$ cat src/rtl/c2p_pkg.sv
// ----------------------------------------------------------------------------
// c2p_pkg
// Shared types, constants and the arctangent table of the Cartesian-to-polar
// index mapper.
// ----------------------------------------------------------------------------
package c2p_pkg;

  localparam int unsigned FRAC_BITS_DEF = 8;
  localparam int unsigned MAX_DIM_DEF   = 4096;

  localparam int unsigned DIM_W        = 13;
  localparam int unsigned RQ_BITS      = 30;
  localparam int unsigned DIV_STEPS    = 2 * RQ_BITS;
  localparam int unsigned SQRT_STEPS   = RQ_BITS + 1;
  localparam int unsigned CORDIC_STEPS = 30;
  localparam int unsigned VEC_SCALE    = 20;
  localparam int unsigned VEC_W        = 48;
  localparam int unsigned IDX_W        = 20;
  localparam int unsigned QUEUE_DEPTH  = 4;

  localparam logic [IDX_W-1:0] IDX_MAX = '1;

  localparam logic [31:0] TURN_QUARTER  = 32'h4000_0000;
  localparam logic [31:0] TURN_HALF     = 32'h8000_0000;
  localparam logic [31:0] TURN_3QUARTER = 32'hC000_0000;

  // register indexes of the configuration port
  localparam logic [7:0] REG_OUT_WIDTH    = 8'd0;
  localparam logic [7:0] REG_OUT_HEIGHT   = 8'd1;
  localparam logic [7:0] REG_ANGLE_COUNT  = 8'd2;
  localparam logic [7:0] REG_RADIUS_COUNT = 8'd3;

  // atan(2^-i) as a Q0.32 fraction of a full turn
  localparam logic [31:0] ATAN_TURNS [0:CORDIC_STEPS-1] = '{
    32'd536870912, 32'd316933406, 32'd167458907, 32'd85004756, 32'd42667331,
    32'd21354465,  32'd10679838,  32'd5340245,   32'd2670163,  32'd1335087,
    32'd667544,    32'd333772,    32'd166886,    32'd83443,    32'd41722,
    32'd20861,     32'd10430,     32'd5215,      32'd2608,     32'd1304,
    32'd652,       32'd326,       32'd163,       32'd81,       32'd41,
    32'd20,        32'd10,        32'd5,         32'd3,        32'd1
  };

  typedef struct packed {
    logic [11:0] column;
    logic [11:0] row;
  } in_t;

  typedef struct packed {
    logic             inside_res;
    logic [IDX_W-1:0] angle_index;
    logic [IDX_W-1:0] radius_index;
  } out_t;

  // effective (clamped) sizes
  typedef struct packed {
    logic [DIM_W-1:0] w;
    logic [DIM_W-1:0] h;
    logic [DIM_W-1:0] ac;
    logic [DIM_W-1:0] rc;
  } dims_t;

  // classified item handed from front to back
  typedef struct packed {
    logic signed [25:0] px;
    logic signed [25:0] py;
    logic        [47:0] rem0;
    logic               q0;
    logic        [47:0] d2;
    logic               in_circle;
  } work_t;

endpackage

$ cat src/rtl/c2p_queue.sv
// ----------------------------------------------------------------------------
// c2p_queue
// Small first-in first-out buffer between the front and the back.
// ----------------------------------------------------------------------------
module c2p_queue (
  input  logic             clk_i,
  input  logic             rst_ni,
  input  logic             push_i,
  input  c2p_pkg::work_t   push_data_i,
  output logic             full_o,
  input  logic             pop_i,
  output logic             empty_o,
  output c2p_pkg::work_t   pop_data_o
);

  localparam int unsigned PTR_W = $clog2(c2p_pkg::QUEUE_DEPTH);

  c2p_pkg::work_t mem_q [0:c2p_pkg::QUEUE_DEPTH-1];
  logic [PTR_W-1:0] wr_ptr_q, wr_ptr_d, rd_ptr_q, rd_ptr_d;
  logic [PTR_W:0]   count_q, count_d;

  assign full_o     = (count_q == (PTR_W+1)'(c2p_pkg::QUEUE_DEPTH));
  assign empty_o    = (count_q == '0);
  assign pop_data_o = mem_q[rd_ptr_q];

  always_comb begin
    wr_ptr_d = wr_ptr_q + PTR_W'(push_i);
    rd_ptr_d = rd_ptr_q + PTR_W'(pop_i);
    count_d  = count_q + (PTR_W+1)'(push_i) - (PTR_W+1)'(pop_i);
  end

  always_ff @(posedge clk_i or negedge rst_ni) begin
    if (!rst_ni) begin
      wr_ptr_q <= '0;
      rd_ptr_q <= '0;
      count_q  <= '0;
    end else begin
      wr_ptr_q <= wr_ptr_d;
      rd_ptr_q <= rd_ptr_d;
      count_q  <= count_d;
    end
  end

  always_ff @(posedge clk_i) begin
    if (push_i) begin
      mem_q[wr_ptr_q] <= push_data_i;
    end
  end

  a_no_overflow: assert property (@(posedge clk_i) disable iff (!rst_ni)
    full_o |-> !push_i || pop_i) else $error("queue push while full");
  a_no_underflow: assert property (@(posedge clk_i) disable iff (!rst_ni)
    empty_o |-> !pop_i) else $error("queue pop while empty");
  a_count_range: assert property (@(posedge clk_i) disable iff (!rst_ni)
    count_q <= (PTR_W+1)'(c2p_pkg::QUEUE_DEPTH)) else $error("queue count out of range");

endmodule

$ cat config.mk
export PLATFORM = sky130hd
export DESIGN_NAME = c2p_queue
export DESIGN_NICKNAME = d
export VERILOG_FILES = /design/src/rtl/c2p_pkg.sv /design/src/rtl/c2p_queue.sv
export SDC_FILE = /design/constraint.sdc
export NUM_CORES = 1
export LEC_CHECK = 0
export ABC_AREA = 1
export BUFFER_PORTS_ARGS = -buffer_cell sky130_fd_sc_hd__clkbuf_2
export CAP_MARGIN = 25
export CORE_MARGIN = 5
export CORE_UTILIZATION = 58
export DETAILED_ROUTE_END_ITERATION = 12
export PLACE_DENSITY = 0.8
export SLEW_MARGIN = 10
export SYNTH_ARGS = -nofsm -noshare
export SYNTH_HDL_FRONTEND = slang
export SYNTH_SLANG_ARGS = --single-unit
$ cat constraint.sdc
create_clock -name clk_i -period 13.3 [get_ports clk_i]
set_clock_uncertainty 0.05 [all_clocks]
set_input_delay 0.665 -clock clk_i [delete_from_list [all_inputs] [get_ports clk_i]]
set_output_delay 0.665 -clock clk_i [all_outputs]
set_load 0.02 [all_outputs]
; Yosys cells after proc, flatten, opt, wreduce, memory -nomap -nowiden
; Memories as Yosys holds them, arrays and structs flattened.
; Cells that the tools add are included.
; Widths: inputs -> output; s select.
[op_classes]
reduce_logical = 1
n_eq_ne = 1
mux = 2
bitwise = 0
mul = 0
shift = 0
n_lt_le_gt_ge = 0
addsub = 4
div_mod_pow = 0
[op_table]
columns = cell, count
row1 = $add 2x1->2, 2
row2 = $add 3x1->3, 1
row3 = $eq 3x3->1 const B, 1
row4 = $logic_not 3->1, 1
row5 = $sub 3x1->3, 1
row6 = $mux 1, 2
[word_totals]
output_inout_bits = 152
input_bits = 154
ff_bits = 7
rom_bits = 0
wordCells = 12
latch_bits = 0
mem_count = 1
ram_bits = 600
[memory_table]
columns = name, words, width, rd, rd_clocked_by_memory_dff, wr, line
row1 = mem_q, 4, 150, 1, 0, 1, c2p_queue.sv:18  ; c2p_pkg::work_t mem_q [0:c2p_pkg::QUEUE_DEPTH-1];

; Longest topological paths before layout
; Gate-level depths: netlist (run 1).
[depth]
ltp_word = 2
depth_mapped = 10
depth_no_buf = 10

; Worst setup path after synthesis (run 1)
; No wires, ideal clock.
[synth_path]
path_type = input to register
start = input push_i
end = memory mem_q[0][0] (netlist bit), enable pin
setup_slack_ps = 1580
arrival_time_ps = 10826
stages = 2
required_time_ps = 12406
setup_time_ps = 844
n_path_buf = 0
cell_sequence = inv_1 nor3_1
[synth_via]
elab_chain_len = 2
[synth_rtl]
columns = item, line
row1 = from (decl), c2p_queue.sv:8  ; input logic push_i,
row2 = $mux 1, c2p_queue.sv:45  ; if (push_i) begin
row3 = $mux 1 (implied by the code), c2p_queue.sv:46  ; mem_q[wr_ptr_q] <= push_data_i;
row4 = to (decl), c2p_queue.sv:18
; Every way passes these cells.

==> metrics, run 1 <==
GR Layer Usage met1=0.275; most used routing layer=met2; worst slack at placement=9.54 ns; CP Data Arrival Time=3.35 ns; accumulated negative setup slack=0 ns; vias in the first global route=16.5k; post-synth net total=2545; number of maximum-capacitance constraint violations=0; clock tree from TritonCTS=done; final clock period utilization by the worst path=0.305; hold_buf cts=1; height of the die=219 um; FFs w/ async S/R, synth=0.0115; maximum clock rate=0.246 GHz; path type of the worst setup path=flip-flop to primary output; number of synthesized flops with an enable pin=600; die area=0.0481 sq mm; library cell with the largest summed area after synthesis=edfxtp_1; main area contributors after synthesis=edfxtp_1, nand2_1, inv_1, nand3_1, buf_2; pin slew with the least headroom to its limit=1.06 ns; Final Instance Count excl. Fillers=3319; sum of overflow across all layers after global routing=0; post-route design area=0.0296 sq mm; IR Drop Worst-Case VDD=0.215 mV; final-report max-slew violation count=0; most numerous cell types in the synthesized netlist=nand2_1, inv_1, edfxtp_1, nand3_1, buf_2; Leak Pwr=13.9 nW; Post-layout nets=2840; layout cell share with drive strength beyond 1=0.157; final worst slack=9.24 ns; routed wire length=55.5 mm; most frequently used flop master after synthesis=edfxtp_1; post-layout utilization of the core=0.683; proportion of synthesized chip area in sequential cells=0.715; Root Driver=clkbuf_16; instance area at placement=0.0274 sq mm; DR iter-0 viols=1443; effective utilization at floorplan=0.588; largest driver fanout on the critical path=84; met2 routing resource usage after global routing=0.397; cell row count=76; post-cts resize count=0; final hold violation count=0; Syn Std Cell Area=0.0254 sq mm; synthesized flop and latch total=607; post-DR wirelength/cell=16.7 um; wire length of the first global-routing pass=84.8 mm; post-synthesis cell count=2386; synth-to-layout area growth=16.3%; clock buffer depth=3; largest net degree at the start of global routing=198; RSZ-0062 raised after global routing=false; number of cells in the design after placement=3199; clock sinks=607; Yosys top cell area share=0.709; detailed-router iteration count before antenna repair=5; total core area=0.0433 sq mm; Skew-Pair Late Insertion Delay=0.60 ns; required arrival time at the worst endpoint=12.59 ns; aggregate global-route resource usage=0.226; HPWL after detailed placement=32.6 mm; count of nets left with antenna violations after detail routing=0; average footprint of a synthesized cell=10.7 sq um; final count of negative-setup-slack endpoints=0; worst hold path class=input port to flip-flop; normalized max-slew margin=0.296; distinct cell type count of the synthesized netlist=14; Post CTS Setup Buffer Count=0; hold_ws=0.213 ns; count of warnings emitted by yosys=0; RePlAce Congestion=0.767; clock-pin slew on the worst setup and hold paths=0.06 ns; CTS buffer count=60; kind of launch point of the worst setup path=flip-flop; most used standard cell by instance count after synthesis=nand2_1; total power density per cell area=234 mW/mm^2; count of buffers from port buffering=305; minimum period implied by the final worst setup slack=4.06 ns; CTS H-tree depth=2; number of vias per cell=5.05; DRC=0; via count=16.7k; die span in x=219 um; fraction of met3 tracks used by global routing=0.0561; total I/O pin count=306; kind of capture point of the worst setup path=primary output; initial antenna violation count=9; outcome=complete, no violations; post-route total power=6.91 mW
## worst paths after layout
path | startpoint | endpoint | slack [ns] | cells after the start
worst max-delay path | rd_ptr_q[0] | pop_data_o[144] | 9.24 | 7
worst min register to register | count_q[1] | count_q[2] | 0.50 | 2
max in group asynchronous | rst_ni | rd_ptr_q[0] | 12.49 | 2
worst max register to register | wr_ptr_q[1] | mem_q[3][57] | 10.91 | 4
min in group asynchronous | rst_ni | rd_ptr_q[1] | 0.47 | 2
worst min-delay path | push_data_i[0] | mem_q[2][0] | 0.21 | 1
## cell families after synthesis
| logic type | Yosys count | synth area share |
|---|---|---|
| xor+xnor | 2 | 0.000689 |
| flops | 607 | 0.715 |
| buf+inv | 710 | 0.109 |
| simple gates | 1062 | 0.172 |
| fa+ha+maj | 5 | 0.00276 |
## state kept, by name (all words and copies together), names as in the netlist
name	count
wr_ptr_q	2
mem_q	600
count_q	3
rd_ptr_q	2
## cell usage in the layout, fill, tap and decap left out, drive strengths merged
| cell | n |
|---|---|
| buf | 26 |
| bufinv | 11 |
| clkbuf | 379 |
| clkinv | 17 |
| clkinvlp | 5 |
| dfrtp | 7 |
| diode | 6 |
| dlygate4sd3 | 1 |
| edfxtp | 600 |
| fa | 1 |
| ha | 4 |
| inv | 613 |
| nand2 | 755 |
| nand3 | 301 |
| nor3 | 6 |
| xor2 | 2 |
## report_power, final
part	switching, mW	leakage, nW	internal, mW
clock	0.686	0.983	1.05
sequential	0.104	5.59	2.51
combinational	1.87	7.31	0.685
## per-layer routing
layer  share of wire  wire, um
met5          0.0011        59
met4           0.026      1420
met3           0.086      4800
met2            0.52     28600
met1            0.37     20600
## critical path, cell delays in order (launching register included)
cell	delay, ns
dfrtp_4	0.58
buf_4	0.41
buf_16	0.31
buf_4	0.74
nand2_1	0.14
nand3_1	0.13
nand2_1	0.11
clkbuf_2	0.17
## area by class of cell
type	count	area (sq um)
Sequential cell	607	18200
Fill cell	2938	13700
Multi-Input combinational cell	1069	4480
Inverter	611	2310
Timing Repair Buffer	332	1800
Clock buffer	74	1580
Tap cell	585	732
Clock inverter	35	469
Antenna cell	6	15.0
No activity file was read; power rests on OpenSTA's default activity.
==> run 2, diff against run 1 <==
==> constraint.sdc (replaced) <==
create_clock -name clk_i -period 3.9 [get_ports clk_i]
set_clock_uncertainty 0.05 [all_clocks]
set_input_delay 0.195 -clock clk_i [delete_from_list [all_inputs] [get_ports clk_i]]
set_output_delay 0.195 -clock clk_i [all_outputs]
set_load 0.02 [all_outputs]
==> run 2 against run 1 <==
  * Via count grew 5.2%
  * Cell count grew 4.6%
  * Sequential share of layout area shrank 2.9 points
  * Critical path type unchanged
  * Core utilization grew 3.3 points
==> metrics, run 2 (synthesis gave the netlist of run 1 again) <==
outcome=complete, no violations; most frequent cell on the critical path=nand2_1; final worst slack=0.804 ns; highest-count cells in the layout ignoring fill and taps=nand2_1, inv_1, edfxtp_1, clkbuf_2, nand3_1; height of the die=219 um; CP peak stage delay=0.72 ns; hold_ws=0.306 ns; number of vias per cell=5.08; clock-pin slew on the worst setup and hold paths=0.06 ns; aggregate global-route resource usage=0.238; pin slew with the least headroom to its limit=1.07 ns; total power density per cell area=755 mW/mm^2; DR iter-0 viols=1400; sum of overflow across all layers after global routing=0; clock buffer depth=3; clock sinks=607; cell row count=76; final-report max-slew violation count=0; CP Data Arrival Time=2.85 ns; routed wire length=57.7 mm; die span in x=219 um; synth-to-layout area growth=22.0%; Skew-Pair Late Insertion Delay=0.59 ns; detailed-router iteration count before antenna repair=10; total core area=0.0433 sq mm; largest reg by FF count=mem_q; CP Buf/Inv Count=3; path type of the worst setup path=flip-flop to primary output; layout cell share with drive strength beyond 1=0.148; post-cts resize count=0; largest registers=mem_q (600), count_q (3); total I/O pin count=306; CP cell instances=inv_8, buf_4, nand2_1, nand3_1, nand2_1, clkbuf_2; flip-flop count of the largest register after layout=600; met2 routing resource usage after global routing=0.425; worst hold path class=input port to flip-flop; relative contribution of sequential cells to total power=0.382; clock tree from TritonCTS=done; effective utilization at floorplan=0.588; net switching fraction of the power=0.390; post-DR wirelength/cell=16.6 um; sequential cell area=0.0182 sq mm; final clock period utilization by the worst path=0.794; leading cell type in the layout, fill and taps excluded=nand2_1; count of buffers from port buffering=305; sw power=9.15 mW; RePlAce Congestion=0.770; minimum period implied by the final worst setup slack=3.10 ns; via count=17.6k; worst slack at placement=1.45 ns; post-route total power=23.4 mW; maximum clock rate=0.323 GHz; CTS buffer count=59; IR Drop Worst-Case VDD=0.685 mV; slowest cell on the critical path=dfrtp_4; final hold violation count=0; normalized max-slew margin=0.288; die area=0.0481 sq mm; clock group share of total power=0.237; most used routing layer=met2; CTS H-tree depth=2; RSZ-0062 raised after global routing=false; GR Layer Usage met1=0.290; area of the multi-input gates=0.00450 sq mm; hold_buf cts=154; wire length of the first global-routing pass=90.9 mm; count of nets left with antenna violations after detail routing=0; Root Driver=clkbuf_16; fraction of met3 tracks used by global routing=0.0501; required arrival time at the worst endpoint=3.65 ns; number of fillers in the final layout=2676; Post CTS Setup Buffer Count=0; vias in the first global route=17.9k; Pint=14.3 mW; final count of negative-setup-slack endpoints=0; largest driver fanout on the critical path=110; largest net degree at the start of global routing=157; HPWL after detailed placement=31.6 mm; Leak Pwr=14.5 nW; Post-layout nets=2989; kind of launch point of the worst setup path=flip-flop; Crit path max-delay family=buffers and inverters; kind of capture point of the worst setup path=primary output; accumulated negative setup slack=0 ns; DRC=0; Combinational Power Share=0.381; number of maximum-capacitance constraint violations=0; initial antenna violation count=5
==> run 2: changes by cell type in the layout (fill, tap and decap cells not counted), sizes merged <==
cell,before,now
buf,26,23
bufinv,11,4
diode,6,7
dlygate4sd3,1,154
clkinv,17,22
clkinvlp,5,1
inv,613,611
clkbuf,379,388
==> run 2: area by class of cell <==
cell class	instances	share of cell area
clock inverter	27	0.00738
sequential	607	0.587
inverter	611	0.0743
tap	585	0.0236
timing repair buffer	482	0.108
multi-input combinational	1069	0.145
clock buffer	83	0.0545
antenna	7	0.000565
==> run 2: worst paths after layout <==
check	start	endpoint	slack, ns	cells past startpoint
max reg2reg	wr_ptr_q[0]	mem_q[1][35]	1.83	3
min reg2reg	count_q[1]	count_q[2]	0.49	2
min	push_data_i[142]	mem_q[1][142]	0.31	2
max	rd_ptr_q[0]	pop_data_o[78]	0.80	6
min in group asynchronous	rst_ni	count_q[1]	0.56	3
max in group asynchronous	rst_ni	rd_ptr_q[1]	2.94	3
==> run 2: worst register-to-register path, delay by kind of cell (launching register included) <==
| kind | cells | cell delay [ns] |
|---|---|---|
| flip-flops | 1 | 0.44 |
| buffers and inverters | 2 | 0.91 |
| AND/OR/NAND/NOR | 1 | 0.21 |
==> run 2: power by group through the flow <==
stage                     Combinational (mW)  Clock (mW)  Sequential, mW
final                                   8.93        5.55            8.95
after detailed placement                8.71           0            9.08
after floorplan                         5.87           0            9.03
after global routing                    9.72        5.94            9.04
after CTS                               8.89        5.62            8.94
after global placement                  8.52           0            9.02
==> run 2: through the flow <==
step                area (sq um)   util  cells
finish                     31000  0.717   3471
detailed placement         27500  0.637   3200
global placement           27500  0.637   3200
floorplan                  25500      -   2386
global route               31000  0.717   3468
CTS                        31000  0.717   3464
==> run 2: metal layers <==
metal | vias to the layer above | share of wire
met5 | - | 0
met3 | 142 | 0.078
met2 | 743 | 0.52
met4 | 0 | 0.030
li1 | 8345 | -
met1 | 8387 | 0.38
==> run 3, diff against run 2 <==
--- a/config.mk
+++ b/config.mk
@@ -9,9 +9,9 @@
 export BUFFER_PORTS_ARGS = -buffer_cell sky130_fd_sc_hd__clkbuf_2
 export CAP_MARGIN = 25
 export CORE_MARGIN = 5
-export CORE_UTILIZATION = 58
+export CORE_UTILIZATION = 53
 export DETAILED_ROUTE_END_ITERATION = 12
-export PLACE_DENSITY = 0.8
+export PLACE_DENSITY = 0.77
 export SLEW_MARGIN = 10
 export SYNTH_ARGS = -nofsm -noshare
 export SYNTH_HDL_FRONTEND = slang
==> constraint.sdc (replaced) <==
create_clock -name clk_i -period 2.6 [get_ports clk_i]
set_clock_uncertainty 0.05 [all_clocks]
set_input_delay 0.13 -clock clk_i [delete_from_list [all_inputs] [get_ports clk_i]]
set_output_delay 0.13 -clock clk_i [all_outputs]
set_load 0.02 [all_outputs]
==> run 3 against run 2 <==
  * Die area is 9.0% higher
  * Via count is 0.56% higher
  * Worst setup slack worse by 0.69 ns
  * Combinational power is 56% higher
  * Critical path depth is 1 lower
  * Sequential cell count stayed put
  * Register-to-register slack worse by 1.0 ns
  * Clock power is 47% higher
  * Sequential power is 50% higher
  * Largest power group is now combinational cells
==> metrics, run 3 (synthesis gave the netlist of run 1 again) <==
post-route design area=0.0312 sq mm; internal reg-to-reg setup slack=0.79 ns; GR Layer Usage met1=0.276; detailed-router iteration count before antenna repair=5; worst setup path endpoint=pop_data_o[47]; slowest cell on the critical path=dfrtp_4; effective utilization at floorplan=0.534; clock-pin slew on the worst setup and hold paths=0.06 ns; aggregate global-route resource usage=0.224; origin of the critical flop-to-flop path=wr_ptr_q[1]; highest-count cells in the layout ignoring fill and taps=nand2_1, inv_1, edfxtp_1, clkbuf_2, nand3_1; clock sinks=607; clock tree from TritonCTS=done; required arrival time at the worst endpoint=2.42 ns; post-layout utilization of the core=0.655; CTS buffer count=58; final count of negative-setup-slack endpoints=0; count of buffers from port buffering=305; total power density per cell area=1140 mW/mm^2; accumulated negative setup slack=0 ns; maximum clock rate=0.402 GHz; Leak Pwr=14.5 nW; clock buffer depth=3; IR Drop Worst-Case VDD=0.915 mV; RSZ-0062 raised after global routing=false; kind of launch point of the worst setup path=flip-flop; final-report max-slew violation count=0; timing startpoint of the critical path=rd_ptr_q[0]; Skew-Pair Late Insertion Delay=0.61 ns; CP cell instances=buf_12, nand2_1, nand3_1, nand2_1, clkbuf_2; largest driver fanout on the critical path=127; leading cell type in the layout, fill and taps excluded=nand2_1; largest reg by FF count=mem_q; CP peak stage delay=0.59 ns; final clock period utilization by the worst path=0.957; number of vias per cell=5.05; sequential cell area=0.0182 sq mm; largest net degree at the start of global routing=175; capture point of the worst reg-to-reg path=mem_q[2][61]; RePlAce Congestion=0.826; DRC=0; CP Data Arrival Time=2.31 ns; Post CTS Setup Buffer Count=0; kind of capture point of the worst setup path=primary output; pin slew with the least headroom to its limit=0.634 ns; die span in x=229 um; sum of overflow across all layers after global routing=0; cell row count=80; minimum period implied by the final worst setup slack=2.49 ns; area of the multi-input gates=0.00450 sq mm; most used routing layer=met2; vias in the first global route=18.0k; HPWL after detailed placement=34.3 mm; outcome=complete, no violations; DR iter-0 viols=1431; number of fillers in the final layout=3381; CP Buf/Inv Count=2; met2 routing resource usage after global routing=0.396; Root Driver=clkbuf_16; worst hold path class=input port to flip-flop; number of cells on the critical path=5; FF-to-FF path depth=3; total I/O pin count=306; path type of the worst setup path=flip-flop to primary output; number of maximum-capacitance constraint violations=0; most frequent cell on the critical path=nand2_1; flip-flop count of the largest register after layout=600; final hold violation count=0; largest registers=mem_q (600), count_q (3); normalized max-slew margin=0.578; synth-to-layout area growth=22.8%; post-route total power=35.4 mW; instance area at placement=0.0278 sq mm; post-DR wirelength/cell=17.2 um; Post-layout nets=3001; via count=17.7k; hold_ws=0.238 ns; die area=0.0525 sq mm; Crit path max-delay family=buffers and inverters; layout cell share with drive strength beyond 1=0.147; total core area=0.0476 sq mm; height of the die=229 um; initial antenna violation count=4; count of nets left with antenna violations after detail routing=0; routed wire length=60.4 mm; CTS H-tree depth=2; fraction of met3 tracks used by global routing=0.0425; wire length of the first global-routing pass=94.0 mm
==> run 3: cell count changes in the layout (fill, tap and decap cells not counted) <==
| cell | delta |
|---|---|
| clkbuf_8 | -8 |
| buf_12 | +8 |
| buf_4 | +2 |
| clkinv_1 | +12 |
| inv_16 | +1 |
| buf_16 | +1 |
| bufinv_16 | +1 |
| clkbuf_1 | -3 |
| buf_6 | +1 |
| clkinv_4 | -1 |
| clkinv_2 | -6 |
| diode_2 | -1 |
| inv_8 | -1 |
| clkbuf_16 | +1 |
==> run 3: final cells by class <==
| type | count | area share |
|---|---|---|
| Tap cell | 615 | 0.0246 |
| Inverter | 611 | 0.0741 |
| Multi-Input combinational cell | 1069 | 0.144 |
| Timing Repair Buffer | 495 | 0.115 |
| Sequential cell | 607 | 0.583 |
| Clock inverter | 33 | 0.00850 |
| Clock buffer | 72 | 0.0502 |
| Antenna cell | 6 | 0.000481 |
==> run 3: how the worst min path moves through the flow <==
| stage | from | to | slack, ns | cells after the start |
|---|---|---|---|---|
| floorplan | rst_ni | count_q[0] | -0.22 | 0 |
| global placement | rst_ni | count_q[2] | -0.07 | 1 |
| detailed placement | rst_ni | count_q[0] | -0.07 | 1 |
| CTS | push_data_i[123] | mem_q[0][123] | 0.19 | 2 |
| global route | push_data_i[145] | mem_q[3][145] | 0.22 | 2 |
| finish | push_data_i[82] | mem_q[0][82] | 0.24 | 2 |
==> run 3: report_power, final <==
part,internal [mW],total (mW),switching [mW]
sequential,12.8,13.4,0.567
combinational,3.98,13.9,9.89
clock,4.72,8.17,3.45
total,21.5,35.4,13.9
==> run 3: worst reg2reg max path: stages (launching register included) <==
cell     delay (ns)
dfrtp_2        0.45
inv_2          0.09
nor3_4         0.28
buf_12         0.39
==> run 3: repair_timing <==
action | in CTS | in global routing
hold buffers | 154 | 0
gates cloned | 0 | 1
gates resized for setup | 1 | 4
hold endpoints to repair | 613 | 0
setup endpoints to repair | 1 | 35
==> run 3: per-stage QoR <==
stage	cells	worst slack, ns
6_report	3508	0.111
5_1_grt	3505	0.00790
4_1_cts	3501	0.0312
3_5_place_dp	3242	0.646
3_3_place_gp	3242	0.631
2_1_floorplan	2386	-1.98
==> run 3: routing by layer <==
metal | part of all wire | vias up
met2 | 0.51 | 751
li1 | - | 8369
met1 | 0.39 | 8434
met5 | 0.00022 | -
met4 | 0.032 | 2
met3 | 0.071 | 160
